==> config.mk <==
export PLATFORM = sky130hd
export DESIGN_NAME = thbf_queue
export DESIGN_NICKNAME = d
export VERILOG_FILES = /design/src/sv/thbf_pkg.sv /design/src/sv/thbf_queue.sv
export SDC_FILE = /design/constraint.sdc
export NUM_CORES = 1
export LEC_CHECK = 0
export ABC_AREA = 1
export BUFFER_PORTS_ARGS = -buffer_cell sky130_fd_sc_hd__buf_2
export CAP_MARGIN = 20
export CELL_PAD_IN_SITES_DETAIL_PLACEMENT = 0
export CELL_PAD_IN_SITES_GLOBAL_PLACEMENT = 1
export CORE_ASPECT_RATIO = 0.75
export CORE_MARGIN = 4
export CORE_UTILIZATION = 44
export CTS_CLUSTER_SIZE = 25
export DETAILED_ROUTE_END_ITERATION = 10
export MAX_ROUTING_LAYER = met4
export PLACE_DENSITY_LB_ADDON = 0.1
export SKIP_CTS_REPAIR_TIMING = 1
export SYNTH_ARGS = -nofsm -noshare
export SYNTH_HDL_FRONTEND = slang
export SYNTH_SLANG_ARGS = --single-unit
==> constraint.sdc <==
create_clock -name clk -period 11.85 [get_ports clk]
set_input_delay 1.185 -clock clk [delete_from_list [all_inputs] [get_ports clk]]
set_output_delay 1.185 -clock clk [all_outputs]
set_load 0.01 [all_outputs]
==> src/sv/thbf_pkg.sv <==
`timescale 1ns / 1ps

package thbf_pkg;

    // Filter size and derived widths
    localparam int MAX_BITS = 524288;
    localparam int CFG_W    = 20;
    localparam int NW       = $clog2(MAX_BITS + 1);
    localparam int ROW_W    = (MAX_BITS < 64) ? 8 : 64;
    localparam int BIT_AW   = $clog2(ROW_W);
    localparam int ROWS     = (MAX_BITS + ROW_W - 1) / ROW_W;
    localparam int ROW_AW   = (ROWS > 1) ? $clog2(ROWS) : 1;

    // Hash constants
    localparam int HASH_W = 64;
    localparam logic [HASH_W-1:0] DJB_SEED = 64'd5381;
    localparam logic [HASH_W-1:0] ELF_TOP  = 64'h0000_0000_F000_0000;
    localparam logic [CFG_W-1:0]  BIT_COUNT_RESET = CFG_W'(16377 * 32);

    // Modulo unit: remainder bits per cycle
    localparam int DIV_STEPS = 4;
    localparam int DIV_CYC   = HASH_W / DIV_STEPS;
    localparam int DIV_CW    = $clog2(DIV_CYC);

    typedef enum logic [1:0] {
        ACT_ADD   = 2'd0,
        ACT_CHECK = 2'd1,
        ACT_CLEAR = 2'd2,
        ACT_NOP   = 2'd3
    } act_t;

    typedef enum logic [1:0] {
        ST_DONE     = 2'd0,
        ST_ABSENT   = 2'd1,
        ST_PRESENT  = 2'd2,
        ST_INACTIVE = 2'd3
    } status_t;

    typedef enum logic [2:0] {
        BK_INIT,
        BK_IDLE,
        BK_DIV,
        BK_READ,
        BK_USE,
        BK_CLEAR,
        BK_OUT
    } back_state_t;

    typedef struct packed {
        logic [1:0] action;
        logic [7:0] key_byte;
        logic       last_byte;
    } in_item_t;

    typedef struct packed {
        logic [1:0]  status;
        logic [31:0] items_added;
    } out_item_t;

    // One finished key, handed from front to back
    typedef struct packed {
        logic [1:0]        action;
        logic [HASH_W-1:0] elf;
        logic [HASH_W-1:0] djb;
        logic [HASH_W-1:0] bkdr;
    } job_t;

endpackage

==> src/sv/thbf_queue.sv <==
`timescale 1ns / 1ps

module thbf_queue (
    input  logic            clk,
    input  logic            rst_n,
    input  logic            push,
    input  thbf_pkg::job_t  push_data,
    input  logic            pop,
    output thbf_pkg::job_t  pop_data,
    output logic            full,
    output logic            empty
);

    thbf_pkg::job_t slot_reg [2];
    logic           wr_ptr_reg, rd_ptr_reg;
    logic [1:0]     fill_reg;

    assign full     = (fill_reg == 2'd2);
    assign empty    = (fill_reg == 2'd0);
    assign pop_data = slot_reg[rd_ptr_reg];

    // Store the request
    always_ff @(posedge clk)
    begin
        if (push)
        begin
            slot_reg[wr_ptr_reg] <= push_data;
        end
    end

    // Advance pointers and fill level
    always_ff @(posedge clk or negedge rst_n)
    begin
        if (!rst_n)
        begin
            wr_ptr_reg <= 1'b0;
            rd_ptr_reg <= 1'b0;
            fill_reg   <= 2'd0;
        end
        else
        begin
            if (push)
            begin
                wr_ptr_reg <= ~wr_ptr_reg;
            end
            if (pop)
            begin
                rd_ptr_reg <= ~rd_ptr_reg;
            end
            fill_reg <= fill_reg + 2'(push) - 2'(pop);
        end
    end

endmodule

* Yosys cells after proc, flatten, opt, wreduce, memory -nomap -nowiden *
Memories as Yosys holds them, arrays and structs flattened.
Index checks and enable logic that the tools add are counted.
W data, S select, Z words.

cells by class
  add/subtract/negate cells = 2
  eq/ne operators = 1
  multiplexer cells = 2
  bitwise operators = 2
  reduce and logical (&&, ||, !) cells = 1

operators with widths
  operator              count
  $add A2 B1 Y2         1
  $eq A2 B2 Y1 const B  1
  $logic_not A2 Y1      1
  $mux W1               2
  $not A1 Y1            2
  $sub A2 B1 Y2         1

word-level totals
  register bits = 4
  memory bits (writable) = 388
  input port bits = 198
  output and inout bits = 196
  word-level logic and storage cells = 12
  memories kept = 1

memories
  name      depth  bits a word  read ports  clocked after memory_dff  wr ports  line              RTL
  slot_reg  2      194          1           0                         1         thbf_queue.sv:14  thbf_pkg::job_t slot_reg [2];

* Logic depth before layout (Yosys ltp) *
Gate-level depths: netlist (run 1).

  depth after elaboration = 2
  gate-level depth with buffers = 7
  depth with buffers taken out = 7

* Worst setup path before layout (run 1) *
OpenSTA, ideal clock, no wires.

  path kind = input port to flip-flop
  start = in push
  end = mem slot_reg[0][0] (netlist name) (enable)
  library setup time = 757 ps
  arrival time = 9,332 ps
  data required time = 11,093 ps
  slack = 1,761 ps
  cell stages on the path = 2
  buffers on the path = 0
  cells stage by stage = inv_1 nor2_1

on the way
  longest elaborated chain between the ends = 2

ends and longest elaborated chain
  element                        line              RTL
  start: declaration             thbf_queue.sv:6   input logic push,
  $mux W1                        thbf_queue.sv:25  if (push)
  $mux W1 (not written as such)  thbf_queue.sv:27  slot_reg[wr_ptr_reg] <= push_data;
  end: declaration               thbf_queue.sv:14

No other way between the ends.

==> out/metrics.yaml, run 1 <==
vias: 8856
min_period_ns: 4.78
required_ns: 10.67
leakagePower_nw: 8.45
drt-initial-drc-count: 560
avgViaCountPerCell: 4.47
hp-class: "in -> async"
ioPinCount: 394
dp_slack_ns: 7.57
path_max_fanout: 51
initial_core_util_pct: 45.0
wl_met2_um: 16000
tns_ns: 0
die_y_um: 175
drive_above_1_share_pct: 53.9
hold_viol: 0
grt_usage_pct: 16.8
irDropWorstVdd_v: 0.000164
hold_slack_ns: 0.463
synth-seq-area-share_pct: 72.0
post_dp_cell_area_sq_mm: 0.0185
syn_to_final_growth_pct: 21.1
met3_length_um: 2680
rsz0062_at_grt: "no"
routed_wl_um: 33500
first_pass_iters: 4
fmax_ghz: 0.209
clockBufferDepth: 3
drv_slew: 0
crit_type: "reg -> out"
wirelength_met1_um: 13700
h-tree-depth: 2
grt_pass1_vias: 8758
rrSetupSlack_ns: 8.92
grt_pass1_wl_um: 50600
ys_ff_latch: 392
nets: 1643
final_common_cell: "buf_2"
endpoint_kind: "primary output"
outcome: "finished, final reports clean"
worstPathCellList: "buf_4 > buf_4 > nand2_2 > o21ai_2 > buf_2"
die_area_sq_mm: 0.0403
synth_cells: 1038
setup_viol: 0
worst_path_most_repeated_cell: "buf_4"
netlist_area_sq_mm: 0.0163
root_buffer: "clkbuf_16"
dp_cells: 1894
mostFrequentLayoutCells: "buf_2, edfxtp_1, inv_1, o21ai_2, nand2_4"
routed.top_layer: "met4"
fp-row-count: 60
grt_max_degree: 123
maxSlewHeadroom_pct: 30.0
wl_per_cell_um: 16.9
post_synth.cell_area_avg_sq_um: 15.7
grt_overflow: 0
clk_pin_slew_ns: 0.06
cts.sinks: 392
tightest_slew_ns: 1.05
portBuffers: 393
finalNonFillerCells: 1980
ys_warn_count: 0
finalCritPeriodShare_pct: 40.3
power_density_mw_per_mm2: 243
cpPeakStageDelay_ns: 0.94
largest_reg_flops: 388
setup_ws_ns: 7.07
hpwl_um: 23100
antenna_found_initial: 15
finClkSkew_ns: 0.00974
maxCapViolCount: 0
synth.distinct_cells: 16
arrival_ns: 3.59
clkLatencyLatePin_ns: 0.52
fin_util_pct: 54.5
tritoncts: "yes"
post-route-drc-count: 0
core_area_sq_mm: 0.0363
syn_nets: 1238
critPathLaunchType: "flop"
drtAntennaViolNets: 0
die_x_um: 230
p_total_mw: 4.80
gp_routability_congestion: 0.754
cts_made_buffers: 41
cp_slowest_cell: "buf_4"
final_area_sq_mm: 0.0198
==> power by group <==
part           switching [mW]  internal, mW
sequential              0.119          1.85
combinational            1.08         0.588
clock                   0.487         0.675
total                    1.69          3.11
==> cells in the mapped netlist <==
library cell | instances | area [sq um]
buf_6 | 4 | 45.0
nand2_1 | 35 | 131
xor2_1 | 2 | 17.5
nand2_4 | 90 | 1010
dfrtp_1 | 4 | 100
buf_4 | 2 | 15.0
nand2_2 | 75 | 469
o21ai_1 | 24 | 120
buf_2 | 18 | 90.1
edfxtp_1 | 388 | 11700
nand3_1 | 1 | 5.00
o21ai_2 | 170 | 1490
inv_1 | 201 | 754
nor2_1 | 3 | 11.3
buf_12 | 19 | 380
ha_1 | 2 | 25.0
==> final timing paths <==
kind                                    end  startpoint  depth (start not counted)
hold / removal                   rd_ptr_reg       rst_n                          1
hold reg to reg                  wr_ptr_reg  wr_ptr_reg                          1
setup reg to reg           slot_reg[0][118]  wr_ptr_reg                          3
max in group asynchronous        rd_ptr_reg       rst_n                          1
setup / recovery               pop_data[50]  rd_ptr_reg                          5
min in group clk                 wr_ptr_reg  wr_ptr_reg                          1
==> kinds of logic (layout without fill, tap and decap cells) <==
group                      Yosys count  count (layout)  synth area share, %
AOI/OAI and AO/OA                  194             194                 9.86
xor gates and xnor gates             2               2                0.107
adders and majority gates            2               2                0.153
buffers and inverters              244             676                 7.87
DFF                                392             392                 72.0
other                                0              14                    0
and+or+nand+nor                    204             204                 9.99
==> worst max-delay path, delay by kind of cell, from the launching register on <==
kind | cells | cell delay [ns]
AOI/OAI and AO/OA | 1 | 0.08
buffers and inverters | 3 | 1.93
DFF | 1 | 0.85
and+or+nand+nor | 1 | 0.08
==> cell type report <==
class / instances / area (sq um)
Antenna cell: 14 / 35.0
Clock buffer: 51 / 1060
Clock inverter: 19 / 131
Fill cell: 3105 / 16500
Inverter: 201 / 762
Multi-Input combinational cell: 402 / 3290
Sequential cell: 392 / 11800
Tap cell: 496 / 621
Timing Repair Buffer: 405 / 2100
==> layer usage <==
layer  global-route usage [%]  vias to the layer above
met4                     6.17                        0
met3                     5.67                       65
met5                        -                        -
met1                     20.3                     4150
met2                     26.5                      251
li1                         -                     4390
Note: power is estimated with default switching activity, not from simulation.
==> run 2, diff against run 1 <==
Settings changed: ABC_AREA 1 to 0, CORE_UTILIZATION 44 to 40.
Clock period 11.85 ns to 4.3 ns, I/O delays scaled along.
==> out/metrics.yaml, run 2 <==
outcome: "finished, final reports clean"
synth.top_cell.area_share_pct: 78.6  # +7.2 points
hpwl_um: 22400  # -2.8%
syn_nets: 819  # -34%
power_density_mw_per_mm2: 667  # +170%
core_area_sq_mm: 0.0362  # -0.21%
synthArstFlopShare_pct: 1.02  # unchanged
use_met3_pct: 5.67  # unchanged
tightest_slew_ns: 0.937  # -0.113 ns
maxCapViolCount: 0  # unchanged
mostFrequentLayoutCells: "buf_2, edfxtp_1, mux2_4, mux2_2, clkbuf_16"
timing.rr.start: "wr_ptr_reg"
setup_viol: 0  # unchanged
wl_per_cell_um: 20.5  # +21%
ioPinCount: 394  # unchanged
gp_routability_congestion: 0.737  # -2.3%
fp-row-count: 60  # unchanged
endpoint_kind: "primary output"
ys_warn_count: 0  # unchanged
cpPeakStageDelay_ns: 1.02  # +0.08 ns
path_max_fanout: 46  # -9.8%
worst_r2r_endpoint: "slot_reg[1][159]"
crit_type: "reg -> out"
cp_slowest_cell: "dfrtp_4"
critPathLaunchType: "flop"
hold_viol: 0  # unchanged
min-delay-start: "push_data[87]"
rsz0062_at_grt: "no"
grt_pass1_wl_um: 47100  # -6.9%
clkLatencyLatePin_ns: 0.52  # about the same
die_x_um: 230  # about the same
min_period_ns: 3.00
ys_ff_latch: 392  # unchanged
grt.met2_usage_pct: 26.0  # -0.48 points
portBuffers: 393  # unchanged
leakagePower_nw: 7.41  # -12%
vias: 7211  # -19%
post_synth.cell_area_avg_sq_um: 23.9  # +52%
synth.distinct_cells: 13  # -3
tritoncts: "yes"
synthFlopType: "edfxtp_1"
grt_usage_pct: 16.0  # -0.76 points
grt_pass1_vias: 7587  # -13%
tns_ns: 0  # unchanged
dp_slack_ns: 1.82  # -5.75 ns
yosysTopAreaCell: "edfxtp_1"
clockBufferDepth: 3  # unchanged
drive_above_1_share_pct: 61.2  # +7.3 points
startpoint: "rd_ptr_reg"
final_common_cell: "buf_2"
maxSlewHeadroom_pct: 37.6  # +7.5 points
grt_most_used_layer: "met2"
hp-class: "in -> reg"
first_pass_iters: 4  # unchanged
synth-seq-area-share_pct: 79.3  # +7.3 points
grtUsageMet1_pct: 19.4  # -0.89 points
finalNonFillerCells: 1579  # -20%
post-route-drc-count: 0  # unchanged
irDropWorstVdd_v: 0.000434  # +160%
setup_ws_ns: 1.30  # -5.77 ns
synth_most_common_cell: "edfxtp_1"
grt_overflow: 0  # unchanged
cts_made_buffers: 40  # -2.4%
h-tree-depth: 2  # unchanged
initial_core_util_pct: 41.0  # -4.1 points
routed_wl_um: 32400  # -3.3%
nets: 1245  # -24%
synth_edf_count: 388  # unchanged
synthTopCellsByCount: "edfxtp_1, mux2_4, mux2_2"
synth_cells: 619  # -40%
finalCritPeriodShare_pct: 69.8
fmax_ghz: 0.333
clk_pin_slew_ns: 0.06  # about the same
worstPathCellList: "buf_4 > mux2_2 > buf_2"
cts.sinks: 392  # unchanged
drv_slew: 0  # unchanged
grt_max_degree: 74  # -40%
dp_cells: 1498  # -21%
arrival_ns: 2.57  # -1.02 ns
netlist_area_sq_mm: 0.0148  # -9.2%
die_y_um: 175  # about the same
die_area_sq_mm: 0.0402  # -0.11%
avgViaCountPerCell: 4.57  # +2.1%
r2r_cells: 2  # -1
required_ns: 3.87  # -6.80 ns
rrSetupSlack_ns: 2.43  # -6.49 ns
largest_reg_flops: 388  # unchanged
root_buffer: "clkbuf_16"
syn_to_final_growth_pct: 25.8
drt-initial-drc-count: 372  # -34%
synth_area_leaders: "edfxtp_1, mux2_4, mux2_2"
finClkSkew_ns: 0.00719  # -0.00255 ns
endpoint: "pop_data[190]"
drtAntennaViolNets: 0  # unchanged
antenna_found_initial: 9  # -6
[run 2: changes by cell type in the layout (fill, tap and decap cells not counted), sizes merged, moves of 5 or more]
cell,delta
mux2,+194
inv,-199
o21ai,-194
diode,-5
nand2,-200
[run 2: critical path, delay by kind of cell (launching register included)]
family | cells | cell delay (ns)
buf+inv | 2 | 0.58
flops | 1 | 1.02
mux | 1 | 0.38
[run 2: how the worst min path moves through the flow]
stage / endpoint / cells after the start
6_report: slot_reg[0][87] / 1
5_1_grt: slot_reg[0][76] / 1
4_1_cts: wr_ptr_reg / 1
3_5_place_dp: fill_reg[0] / 1
3_3_place_gp: fill_reg[0] / 1
2_1_floorplan: fill_reg[0] / 0
[run 2: kinds of logic (layout without fill, tap and decap cells)]
logic type               count (synthesis)  after routing  synth area share [%]
flip-flops                             392            392                  79.3
other                                    0              9                     0
adder cells (fa/ha/maj)                  2              2                 0.169
multiplexers                           194            194                  18.5
AND/OR/NAND/NOR                          4              4                 0.152
XOR/XNOR                                 3              3                 0.279
buffers and inverters                   24            479                  1.55
[run 2: area by class of cell]
class,count,area [sq um]
Fill cell,3062,17500
Sequential cell,392,11800
Multi-Input combinational cell,203,2850
Timing Repair Buffer,406,2150
Clock buffer,49,1060
Tap cell,496,621
Clock inverter,22,179
Antenna cell,9,22.5
Inverter,2,7.51
[run 2: per-stage QoR]
stage	util [%]	hold WS [ns]	cell area, sq um	power, mW
after global placement	48.0	0.246	17400	9.34
after global routing	51.5	0.0623	18600	13.1
after floorplan	-	0.134	14800	8.02
after detailed placement	48.0	0.243	17400	9.35
after CTS	51.4	-0.324	18600	12.7
final	51.5	0.0928	18600	12.4
[run 2: power by group]
part / internal, mW / switching (mW)
registers: 5.07 / 0.298
clock network: 1.92 / 1.35
logic: 1.91 / 1.89
total: 8.90 / 3.54
[run 2: metal layers]
| layer | wire (um) | share of wire, % | vias up |
|---|---|---|---|
| li1 | - | - | 3344 |
| met1 | 13100 | 40 | 3588 |
| met2 | 16000 | 49 | 233 |
| met3 | 2700 | 8.3 | 46 |
| met4 | 645 | 2.0 | 0 |
| met5 | 0 | 0 | - |
