$ cat src/sv/thbf_pkg.sv
`timescale 1ns / 1ps

package thbf_pkg;

    // Filter size and derived widths
    localparam int MAX_BITS = 524288;
    localparam int CFG_W    = 20;
    localparam int NW       = $clog2(MAX_BITS + 1);
    localparam int ROW_W    = (MAX_BITS < 64) ? 8 : 64;
    localparam int BIT_AW   = $clog2(ROW_W);
    localparam int ROWS     = (MAX_BITS + ROW_W - 1) / ROW_W;
    localparam int ROW_AW   = (ROWS > 1) ? $clog2(ROWS) : 1;

    // Hash constants
    localparam int HASH_W = 64;
    localparam logic [HASH_W-1:0] DJB_SEED = 64'd5381;
    localparam logic [HASH_W-1:0] ELF_TOP  = 64'h0000_0000_F000_0000;
    localparam logic [CFG_W-1:0]  BIT_COUNT_RESET = CFG_W'(16377 * 32);

    // Modulo unit: remainder bits per cycle
    localparam int DIV_STEPS = 4;
    localparam int DIV_CYC   = HASH_W / DIV_STEPS;
    localparam int DIV_CW    = $clog2(DIV_CYC);

    typedef enum logic [1:0] {
        ACT_ADD   = 2'd0,
        ACT_CHECK = 2'd1,
        ACT_CLEAR = 2'd2,
        ACT_NOP   = 2'd3
    } act_t;

    typedef enum logic [1:0] {
        ST_DONE     = 2'd0,
        ST_ABSENT   = 2'd1,
        ST_PRESENT  = 2'd2,
        ST_INACTIVE = 2'd3
    } status_t;

    typedef enum logic [2:0] {
        BK_INIT,
        BK_IDLE,
        BK_DIV,
        BK_READ,
        BK_USE,
        BK_CLEAR,
        BK_OUT
    } back_state_t;

    typedef struct packed {
        logic [1:0] action;
        logic [7:0] key_byte;
        logic       last_byte;
    } in_item_t;

    typedef struct packed {
        logic [1:0]  status;
        logic [31:0] items_added;
    } out_item_t;

    // One finished key, handed from front to back
    typedef struct packed {
        logic [1:0]        action;
        logic [HASH_W-1:0] elf;
        logic [HASH_W-1:0] djb;
        logic [HASH_W-1:0] bkdr;
    } job_t;

endpackage

$ cat src/sv/thbf_front.sv
`timescale 1ns / 1ps

module thbf_front (
    input  logic                clk,
    input  logic                rst_n,
    input  logic                in_valid,
    input  thbf_pkg::in_item_t  in_data,
    input  logic                hold,
    output logic                in_stall,
    output logic                push,
    output thbf_pkg::job_t      job
);

    logic [thbf_pkg::HASH_W-1:0] elf_reg, elf_next;
    logic [thbf_pkg::HASH_W-1:0] djb_reg, djb_next;
    logic [thbf_pkg::HASH_W-1:0] bkdr_reg, bkdr_next;
    logic [thbf_pkg::HASH_W-1:0] c;
    logic [thbf_pkg::HASH_W-1:0] e1;
    logic [thbf_pkg::HASH_W-1:0] top;
    logic                        accept;

    assign in_stall = hold;
    assign accept   = in_valid & ~in_stall;

    // Fold one sign-extended byte into the three hashes
    always_comb
    begin
        c         = {{(thbf_pkg::HASH_W-8){in_data.key_byte[7]}}, in_data.key_byte};
        e1        = (elf_reg << 4) + c;
        top       = e1 & thbf_pkg::ELF_TOP;
        elf_next  = (e1 ^ (top >> 24)) & ~top;
        djb_next  = (djb_reg << 5) + djb_reg + c;
        bkdr_next = (bkdr_reg << 7) + (bkdr_reg << 1) + bkdr_reg + c;
    end

    // Hand a finished key to the queue
    assign push       = accept & in_data.last_byte;
    assign job.action = in_data.action;
    assign job.elf    = elf_next;
    assign job.djb    = djb_next;
    assign job.bkdr   = bkdr_next;

    // Advance hashes, reseed after the last byte
    always_ff @(posedge clk or negedge rst_n)
    begin
        if (!rst_n)
        begin
            elf_reg  <= '0;
            djb_reg  <= thbf_pkg::DJB_SEED;
            bkdr_reg <= '0;
        end
        else if (accept)
        begin
            if (in_data.last_byte)
            begin
                elf_reg  <= '0;
                djb_reg  <= thbf_pkg::DJB_SEED;
                bkdr_reg <= '0;
            end
            else
            begin
                elf_reg  <= elf_next;
                djb_reg  <= djb_next;
                bkdr_reg <= bkdr_next;
            end
        end
    end

endmodule

$ cat config.mk
export PLATFORM = sky130hd
export DESIGN_NAME = thbf_front
export DESIGN_NICKNAME = d
export VERILOG_FILES = /design/src/sv/thbf_pkg.sv /design/src/sv/thbf_front.sv
export SDC_FILE = /design/constraint.sdc
export NUM_CORES = 1
export LEC_CHECK = 0
export ABC_AREA = 0
export BUFFER_PORTS_ARGS = -buffer_cell sky130_fd_sc_hd__clkbuf_2
export CAP_MARGIN = 20
export CORE_ASPECT_RATIO = 1.4
export CORE_MARGIN = 2
export CORE_UTILIZATION = 45
export CTS_BUF_LIST = sky130_fd_sc_hd__clkbuf_4 sky130_fd_sc_hd__clkbuf_8 sky130_fd_sc_hd__clkbuf_16
export CTS_CLUSTER_DIAMETER = 50
export DETAILED_ROUTE_END_ITERATION = 7
export PLACE_DENSITY = 0.62
export SYNTH_ARGS = -nofsm -noshare
export SYNTH_HDL_FRONTEND = slang
export SYNTH_SLANG_ARGS = --single-unit
$ cat constraint.sdc
create_clock -name clk -period 16.75 [get_ports clk]
set_input_delay 4.1875 -clock clk [delete_from_list [all_inputs] [get_ports clk]]
set_output_delay 4.1875 -clock clk [all_outputs]
set_load 0.01 [all_outputs]
* Yosys cells after proc, flatten, opt, wreduce, memory -nomap -nowiden *
Cells that the tools add are included.

operators by class
  bitwise gates (word level) = 6
  multiplexer cells = 3
  add/subtract/negate cells = 6

operators with widths
  cell                  number
  adder 64 bit          6
  two-way mux 64 bit    2
  AND 64 bit            1
  NOT 32 -> 64 bit      1
  XOR 64 x 8 -> 64 bit  1
  two-way mux 60 bit    1
  AND 1 bit             2
  NOT 1 bit             1

word-level totals
  output and inout port bits = 196
  flip-flop bits (word level) = 188

* Depth between registers and ports, before layout *
Gate-level depths: netlist (run 1).

  depth in word-level cells = 4
  gate-level depth with buffers = 17

* Worst setup path after synthesis (run 1) *
OpenSTA, ideal clock, no wires.

  kind = input -> output
  start point = input in_data[8] in the netlist's numbering
  end point = output job[60] in the netlist's numbering
  cell stages on the path = 15
  setup slack = 2328 ps
  data arrival time = 10234 ps
  buffers on the path = 2
  cell sequence = clkbuf_1 > inv_1 > fa_1 > fa_1 > inv_1 > ha_1 > clkbuf_1 > nand2_1 > or3_1 > o41ai_1 > a211oi_2 > a22oi_1 > a31oi_1 > o21ai_1 > xor2_1

RTL lines
  item                line              RTL
  start: declaration  thbf_front.sv:7   input thbf_pkg::in_item_t in_data,
  end: declaration    thbf_front.sv:11  output thbf_pkg::job_t job

==> results of run 1 <==
==> cells by family after synthesis <==
logic type	count (synthesis)	synth area share (%)
compound gates	818	25.51
xor+xnor	187	7.584
fa+ha+maj	372	27.77
buf+inv	361	6.477
flops	184	21.35
other cells	1	0.01736
simple gates	520	11.29
==> synth_stat cells, types with 18 or more instances <==
cell / n
a211oi_1: 21
a21o_1: 106
a21oi_1: 216
a22o_1: 119
a31oi_1: 21
and3_1: 18
clkbuf_1: 110
dfrtp_1: 179
fa_1: 179
ha_1: 193
inv_1: 236
nand2_1: 206
nand3_1: 38
nand4_1: 55
nor2_1: 110
nor3_1: 23
o21ai_0: 124
o21ai_1: 36
o21bai_1: 44
xnor2_1: 127
xor2_1: 60
==> area by class of cell <==
| cell class | instances | area (um^2) | share of cell area [%] |
|---|---|---|---|
| flip-flops and latches | 184 | 4611 | 19.50 |
| inverters | 236 | 888.4 | 3.756 |
| clock buffers | 19 | 452.9 | 1.915 |
| multi-input cells | 1901 | 15620 | 66.05 |
| clock inverters | 13 | 160.2 | 0.6772 |
| well taps | 630 | 788.3 | 3.333 |
| repair buffers | 213 | 1129 | 4.772 |
==> routing by layer <==
metal  track usage, %  share of wire [%]  vias up
li1                 -                  -     8863
met1            32.28                 40     9360
met2            49.24                 51      541
met3            3.813                5.0      142
met4            11.11                3.7        0
met5                0                  0        -
==> worst paths after layout <==
| check | startpoint | endpoint | cells after the start |
|---|---|---|---|
| hold reg to reg | djb_reg[2] | djb_reg[2] | 2 |
| hold / removal | djb_reg[2] | djb_reg[2] | 2 |
| setup / recovery | in_data[8] | job[59] | 17 |
| max in group asynchronous | rst_n | bkdr_reg[24] | 2 |
| min in group asynchronous | rst_n | djb_reg[37] | 1 |
| setup reg to reg | bkdr_reg[7] | bkdr_reg[41] | 14 |
==> per-stage QoR <==
step | worst slack [ns] | cell area, um^2 | std cells | util (%)
after floorplan | 2.328 | 21610 | 2446 | -
after global placement | 3.104 | 23010 | 3163 | 48.27
after detailed placement | 3.029 | 23010 | 3163 | 48.27
after global routing | 2.638 | 23650 | 3196 | 49.62
final | 3.024 | 23650 | 3196 | 49.62
after CTS | 3.031 | 23620 | 3195 | 49.56
==> worst max-delay path: stages <==
cell and delay, ns:
buf_6 0.22, inv_4 0.46, buf_4 0.67, fa_1 0.53
fa_1 0.49, inv_1 0.05, ha_1 0.36, a21o_1 0.21
a21o_1 0.18, a221oi_1 0.33, o31ai_1 0.12, a21oi_1 0.40
o21ai_1 0.25, a21oi_1 0.45, o21bai_1 0.16, xor2_1 0.22
clkbuf_2 0.18
==> flow_summary_export.csv, run 1 <==
group,metric,value,unit
grt,grt_max_degree,95,
job,drv_cap,0,
routing,drc,0,
floorplan,fp.dieW,189.2,um
finish,syn2layout_area_growth,9.507,%
synthesis,ys.flop_type,"dfrtp_1",
floorplan,die_area,49790,um^2
routing,antenna_left,0,
clock_network,hold_buffers,0,
placed_design,hpwlAfterDp,53460,um
floorplan,fp.dieH,263.2,um
clock_network,cts_resized,0,
clock_network,tritoncts,"done",
sta,fmax,72.85,MHz
routing,drt_iter0_markers,1128,
clock_network,cts_buffers,17,
grt,grt_pass1_vias,19510,
synthesis,netlist_area,21600,um^2
floorplan,start_util,45.31,%
finish,fin_nets,2940,
finish,diodes,0,
sta,hold_violations,0,
sta,finalCriticalPeriod,13.73,ns
sta,tightestPinTransition,0.9832,ns
routing,vias,18910,
grt,grt-ovfl-total,0,
grt,antenna_found_initial,0,
worst_setup_path,cp.arrival,9.54,ns
worst_setup_path,reg2reg_setup_slack,11.85,ns
finish,n_fill_cell,4670,
sta,setup_viol,0,
worst_setup_path,path_max_fanout,32,
synthesis,synth_edf_count,0,
synthesis,synthCells,2443,
synthesis,async_flop_share,100.0,%
sta,rsz0062_at_grt,"no",
worst_setup_path,endpoint_kind,"primary output",
routing,drt_wl_total,67000,um
clock_network,clock-sinks,184,
placed_design,io_buffers,202,
sta,relSlewSlack,34.45,%
placed_design,gp_congestion,1.033,
sta,finClkSkew,0.01661,ns
finish,mostFrequentLayoutCells,"inv_1 (235), a21oi_1 (216), nand2_1 (206)",
synthesis,yosysSeqAreaShare,21.35,%
synthesis,synth-seq-cells,184,
floorplan,rows,95,
worst_setup_path,critPathKind,"primary input to primary output",
clock_network,cts_root_buf,"clkbuf_16",
hold_path,min_path_type,"flip-flop to flip-flop",
sta,setup_tns,0,ns
sta,period_share,81.95,%
clock_network,htreeDepth,4,
finish,layout-drive-gt1-share,11.07,%
worst_setup_path,worstPathRequired,12.56,ns
synthesis,synthTopCellsByArea,"dfrtp_1 (21%), fa_1 (17%), ha_1 (11%)",
synthesis,synth_area_per_cell,8.840,um^2
routing,viasPerCell,5.916,
run_status,status,"completed",
synthesis,yosysUniqueCellTypes,82,
floorplan,ios,211,
clock_network,insertion_delay,0.49,ns
grt,grt_first_pass_wirelength,107300,um
synthesis,synth_top_area_cell,"dfrtp_1",
clock_network,ctsLongestPathBuffers,2,
routing,routedWlPerCell,20.96,um
worst_setup_path,start_kind,"primary input",
clock_network,clkTransAtPathRegs,0.08,ns
routing,drtPass1Iterations,5,
sta,slew_violations,0,
floorplan,coreArea,47660,um^2
grt,grt.total_usage,27.28,%
synthesis,synth_top_area_share,20.74,%
sta,hold_ws,0.5003,ns
clock_network,postCtsSetupBuffers,0,
finish,final_common_cell,"inv_1",
synthesis,yosysWarnings,0,
Power of run 1 is not shown: default switching activity piles up to over one toggle a cycle in this logic, so the estimate is an artifact.
==> run 2, diff against run 1 <==
--- a/config.mk
+++ b/config.mk
@@ -5,7 +5,7 @@
 export SDC_FILE = /design/constraint.sdc
 export NUM_CORES = 1
 export LEC_CHECK = 0
-export ABC_AREA = 0
+export ABC_AREA = 1
 export BUFFER_PORTS_ARGS = -buffer_cell sky130_fd_sc_hd__clkbuf_2
 export CAP_MARGIN = 20
 export CORE_ASPECT_RATIO = 1.4
==> constraint.sdc (replaced) <==
create_clock -name clk -period 13.5 [get_ports clk]
set_input_delay 3.375 -clock clk [delete_from_list [all_inputs] [get_ports clk]]
set_output_delay 3.375 -clock clk [all_outputs]
set_load 0.01 [all_outputs]
==> run 2 against run 1 <==
Effect of this change: via count is 47% higher; setup slack got worse by 0.62 ns; wire length rose by 51%; largest cell class unchanged.
==> flow_summary_export.csv, run 2 <==
group,metric,value,unit
sta,relSlewSlack,27.73,%
finish,fin_nets,5234,
worst_setup_path,start_kind,"primary input",
placed_design,gp_congestion,1.033,
worst_setup_path,critPathCapture,"job[62]",
sta,setup_viol,0,
synthesis,ys.flop_type,"dfrtp_1",
synthesis,synth_edf_count,0,
hold_path,min_path_type,"flip-flop to flip-flop",
routing,drc,0,
sta,finalCriticalPeriod,11.10,ns
sta,finClkSkew,0.02070,ns
sta,setup_tns,0,ns
synthesis,synth_top_area_cell,"nand2_1",
placed_design,io_buffers,202,
clock_network,htreeDepth,4,
finish,seqCellArea,4611,um^2
routing,drt_iter0_markers,1769,
finish,mostFrequentLayoutCells,"nand2_1 (1875), inv_1 (1075), nor2_1 (298)",
routing,drtPass1Iterations,6,
worst_setup_path,reg2reg_setup_slack,9.70,ns
synthesis,yosysSeqAreaShare,16.46,%
job,drv_cap,0,
synthesis,yosysUniqueCellTypes,40,
clock_network,clock-sinks,184,
synthesis,yosysMostFrequentCell,"nand2_1",
placed_design,hpwlAfterDp,86860,um
sta,hold_violations,0,
sta,period_share,82.19,%
synthesis,yosysWarnings,0,
clock_network,cts_resized,0,
worst_setup_path,r2r_start,"bkdr_reg[1]",
worst_setup_path,path_max_fanout,41,
worst_setup_path,cp_cell_sequence,"buf_6, inv_4, buf_4, fa_1, fa_1, inv_1, ha_1, nand2_1, nor3_2, nand2_1, nor3_1, nand2_1, nand2_1, nand2_1, and2_1, clkbuf_2",
synthesis,synth_top_area_share,25.12,%
finish,n_fill_cell,6766,
run_status,status,"completed",
floorplan,rows,108,
floorplan,start_util,45.36,%
grt,grt_first_pass_wirelength,155700,um
routing,drt_wl_total,101400,um
synthesis,synthCells,4664,
finish,final_common_cell,"nand2_1",
worst_setup_path,cp.arrival,7.72,ns
clock_network,cts_root_buf,"clkbuf_16",
routing,routedWlPerCell,17.83,um
grt,grt.total_usage,32.01,%
worst_setup_path,critPathKind,"primary input to primary output",
routing,antenna_left,0,
sta,fmax,90.13,MHz
worst_setup_path,crit_top_cell,"nand2_1",
synthesis,synthTopCellsByArea,"nand2_1 (25%), dfrtp_1 (16%), inv_1 (14%)",
sta,tightestPinTransition,1.084,ns
synthesis,synth-seq-cells,184,
synthesis,netlist_area,28010,um^2
clock_network,insertion_delay,0.54,ns
grt,antenna_found_initial,1,
worst_setup_path,endpoint_kind,"primary output",
floorplan,ios,211,
floorplan,coreArea,61750,um^2
floorplan,fp.dieH,299.2,um
grt,grt_pass1_vias,27450,
sta,slew_violations,0,
finish,layout-drive-gt1-share,6.728,%
worst_setup_path,rr_worst_depth,19,
routing,vias,27710,
synthesis,synth_area_per_cell,6.006,um^2
clock_network,hold_buffers,0,
clock_network,cts_buffers,17,
finish,multi_input_comb_area,19110,um^2
sta,rsz0062_at_grt,"no",
clock_network,clkTransAtPathRegs,0.09,ns
grt,grt-ovfl-total,0,
worst_setup_path,setup.worst_path.start,"in_data[8]",
floorplan,die_area,64290,um^2
worst_setup_path,r2r_end,"bkdr_reg[50]",
synthesis,synth_commonest_cells,"nand2_1 (1875), inv_1 (1077), nor2_1 (298), nand3_1 (216), ha_1 (193)",
clock_network,ctsLongestPathBuffers,2,
worst_setup_path,crit_path_top_delay_cell,"inv_4",
routing,viasPerCell,4.873,
worst_setup_path,crit_path_max_incr_delay,0.72,ns
worst_setup_path,worstPathRequired,10.12,ns
floorplan,fp.dieW,214.9,um
clock_network,tritoncts,"done",
clock_network,postCtsSetupBuffers,0,
synthesis,async_flop_share,100.0,%
grt,grt_max_degree,126,
finish,syn2layout_area_growth,9.170,%
run 2: changes by cell type after synthesis, sizes merged, moves of 87 or more:
cell and change:
a21o -106, nand2 +1687, nor2 +211, a21oi -92
o21ai -87, inv +847, xnor2 -97, a22o -108
nand3 +188
run 2: area by class of cell:
| class | count | area share (%) |
|---|---|---|
| Clock inverter | 15 | 0.7283 |
| Timing Repair Buffer | 211 | 3.617 |
| Multi-Input combinational cell | 3350 | 62.50 |
| Sequential cell | 184 | 15.08 |
| Inverter | 1083 | 13.31 |
| Antenna cell | 1 | 0.008183 |
| Clock buffer | 17 | 1.391 |
| Tap cell | 825 | 3.375 |
run 2: logic make-up after synthesis:
| logic type | synth area share (%) |
|---|---|
| buf+inv | 15.39 |
| xor+xnor | 3.015 |
| other cells | 0.01339 |
| flops | 16.46 |
| simple gates | 38.87 |
| compound gates | 4.842 |
| fa+ha+maj | 21.41 |
run 2: routing by layer:
metal  vias up  track usage (%)  routed length [um]
met1     12650            36.63               40560
li1      14170                -                   -
met2       683            58.14               50750
met3       205            3.633                3963
met5         -                0                   0
met4         0            17.48                6108
run 2: critical path, delay by kind of cell:
| family | cells | cell delay, ns |
|---|---|---|
| buffers and inverters | 5 | 1.59 |
| AND/OR/NAND/NOR | 8 | 1.37 |
| adder cells (fa/ha/maj) | 3 | 1.32 |
run 2: how the worst min path moves through the flow:
stage	start	end	slack, ns	cells after the start
final	bkdr_reg[43]	bkdr_reg[43]	0.49	2
after global routing	bkdr_reg[32]	bkdr_reg[32]	0.50	2
after CTS	bkdr_reg[32]	bkdr_reg[32]	0.49	2
after detailed placement	bkdr_reg[47]	bkdr_reg[47]	0.46	2
after global placement	bkdr_reg[35]	bkdr_reg[35]	0.46	2
after floorplan	bkdr_reg[32]	bkdr_reg[32]	0.45	2
run 2: through the flow:
stage	cell area [um^2]	hold slack [ns]	utilization, %	std cells	setup slack [ns]
floorplan	28020	0.4491	-	4667	2.011
global placement	29930	0.4605	48.47	5653	2.369
detailed placement	29930	0.4650	48.47	5653	2.320
CTS	30580	0.4883	49.52	5685	2.333
global route	30580	0.5014	49.52	5685	2.036
finish	30580	0.4864	49.52	5686	2.405
Power of run 2 is left out for the same reason.
==> run 3, diff against run 2 <==
==> constraint.sdc (replaced) <==
create_clock -name clk -period 10.35 [get_ports clk]
set_input_delay 2.5875 -clock clk [delete_from_list [all_inputs] [get_ports clk]]
set_output_delay 2.5875 -clock clk [all_outputs]
set_load 0.01 [all_outputs]
==> run 3 against run 2 <==
Effect of this change: wire length is 0.55% lower; non-clock buffer count is 3 higher; register-to-register slack worse by 3.4 ns; clock skew is 0.0012 ns lower; first-iteration DRC count is 10% lower; sequential share of layout area hardly changed; die area stayed put; critical path type unchanged; highest routed layer is now met5; critical path depth is 1 higher; final cell count hardly changed.
==> flow_summary_export.csv, run 3 (synthesized netlist as in run 2, its figures left out) <==
group,metric,value,unit
sta,relSlewSlack,37.70,%
floorplan,start_util,45.36,%
floorplan,fp.dieW,214.9,um
worst_setup_path,setup.worst_path.start,"in_data[8]",
run_status,status,"completed",
hold_path,min_path_type,"flip-flop to flip-flop",
sta,finClkSkew,0.01945,ns
clock_network,htreeDepth,4,
worst_setup_path,cp.arrival,7.08,ns
floorplan,ios,211,
floorplan,die_area,64290,um^2
worst_setup_path,start_kind,"primary input",
floorplan,fp.dieH,299.2,um
grt,grt_pass1_vias,27600,
worst_setup_path,worstPathRequired,7.76,ns
clock_network,cts_root_buf,"clkbuf_16",
finish,final_common_cell,"nand2_1",
routing,drc,0,
routing,antenna_left,0,
sta,rsz0062_at_grt,"no",
grt,grt.total_usage,31.83,%
clock_network,hold_buffers,0,
worst_setup_path,r2r_end,"bkdr_reg[48]",
placed_design,post-place-ws,0.7696,ns
sta,fin_ws,0.6838,ns
grt,grt_max_degree,142,
routing,drt_iter0_markers,1589,
placed_design,io_buffers,202,
finish,syn2layout_area_growth,9.286,%
floorplan,rows,108,
clock_network,clock-sinks,184,
grt,grt-ovfl-total,0,
finish,fin_nets,5237,
placed_design,dp_cells,5656,
finish,final_cells,5690,
worst_setup_path,reg2reg_setup_slack,6.34,ns
sta,fmax,103.5,MHz
sta,finalCriticalPeriod,9.666,ns
routing,viasPerCell,4.879,
sta,hold_violations,0,
hold_path,whs_path_depth,2,
sta,slew_violations,0,
clock_network,tritoncts,"done",
clock_network,cts_buffers,17,
worst_setup_path,critPathKind,"primary input to primary output",
placed_design,hpwlAfterDp,85950,um
sta,setup_viol,0,
sta,tightestPinTransition,0.9345,ns
routing,drt_wl_total,100800,um
clock_network,ctsLongestPathBuffers,2,
worst_setup_path,path_max_fanout,36,
finish,mostFrequentLayoutCells,"nand2_1 (1875), inv_1 (1075), nor2_1 (298)",
worst_setup_path,endpoint_kind,"primary output",
routing,drtPass1Iterations,6,
floorplan,coreArea,61750,um^2
routing,vias,27760,
finish,layout-drive-gt1-share,6.786,%
sta,period_share,93.39,%
clock_network,clkTransAtPathRegs,0.08,ns
job,drv_cap,0,
routing,routedWlPerCell,17.72,um
grt,antenna_found_initial,3,
clock_network,insertion_delay,0.54,ns
hold_path,worstHoldStart,"bkdr_reg[52]",
hold_path,whs_endpoint,"bkdr_reg[52]",
clock_network,cts_resized,0,
worst_setup_path,r2r_start,"bkdr_reg[35]",
worst_setup_path,rr_worst_depth,16,
clock_network,postCtsSetupBuffers,0,
grt,grt_first_pass_wirelength,155500,um
placed_design,gp_congestion,1.062,
sta,setup_tns,0,ns
==> run 3: per-stage QoR <==
step           instance area, um^2  utilization, %  hold slack, ns
5_1_grt                      30610           49.57          0.5033
3_5_place_dp                 29970           48.53          0.4652
4_1_cts                      30610           49.57          0.4866
3_3_place_gp                 29970           48.53          0.4615
6_report                     30610           49.57          0.4846
2_1_floorplan                28020               -          0.4491
==> run 3: how the worst max path moves through the flow <==
stage | endpoint | cells past startpoint | slack (ns)
3_5_place_dp | job[48] | 18 | 0.77
3_3_place_gp | job[48] | 18 | 0.75
6_report | job[48] | 17 | 0.68
4_1_cts | job[48] | 17 | 0.75
5_1_grt | job[48] | 17 | 0.54
2_1_floorplan | job[33] | 16 | 0.44
==> run 3: layout make-up <==
cell class	instances	area [um^2]
Fill cell	6860	31140
Multi-Input combinational cell	3350	19110
Sequential cell	184	4611
Inverter	1083	4070
Timing Repair Buffer	214	1141
Tap cell	825	1032
Clock buffer	17	425.4
Clock inverter	15	217.7
Antenna cell	2	5.005
==> run 3: worst max-delay path, cell delays in order <==
cell,delay [ns]
buf_6,0.11
inv_4,0.58
buf_12,0.31
fa_1,0.45
fa_1,0.50
inv_1,0.04
ha_1,0.34
nand2_1,0.12
nor2_1,0.15
inv_1,0.12
nor2_1,0.36
nand2_1,0.27
nor3_2,0.21
nand2_1,0.26
nand4_1,0.19
and2_1,0.20
clkbuf_2,0.16
==> run 3: layer usage <==
metal	GRT usage (%)	routed length, um	vias to the layer above
met5	0	13	-
met4	18.88	6626	2
met3	4.282	4349	220
met2	57.24	49900	687
met1	35.89	39930	12670
li1	-	-	14190
Power of run 3 is left out for the same reason.
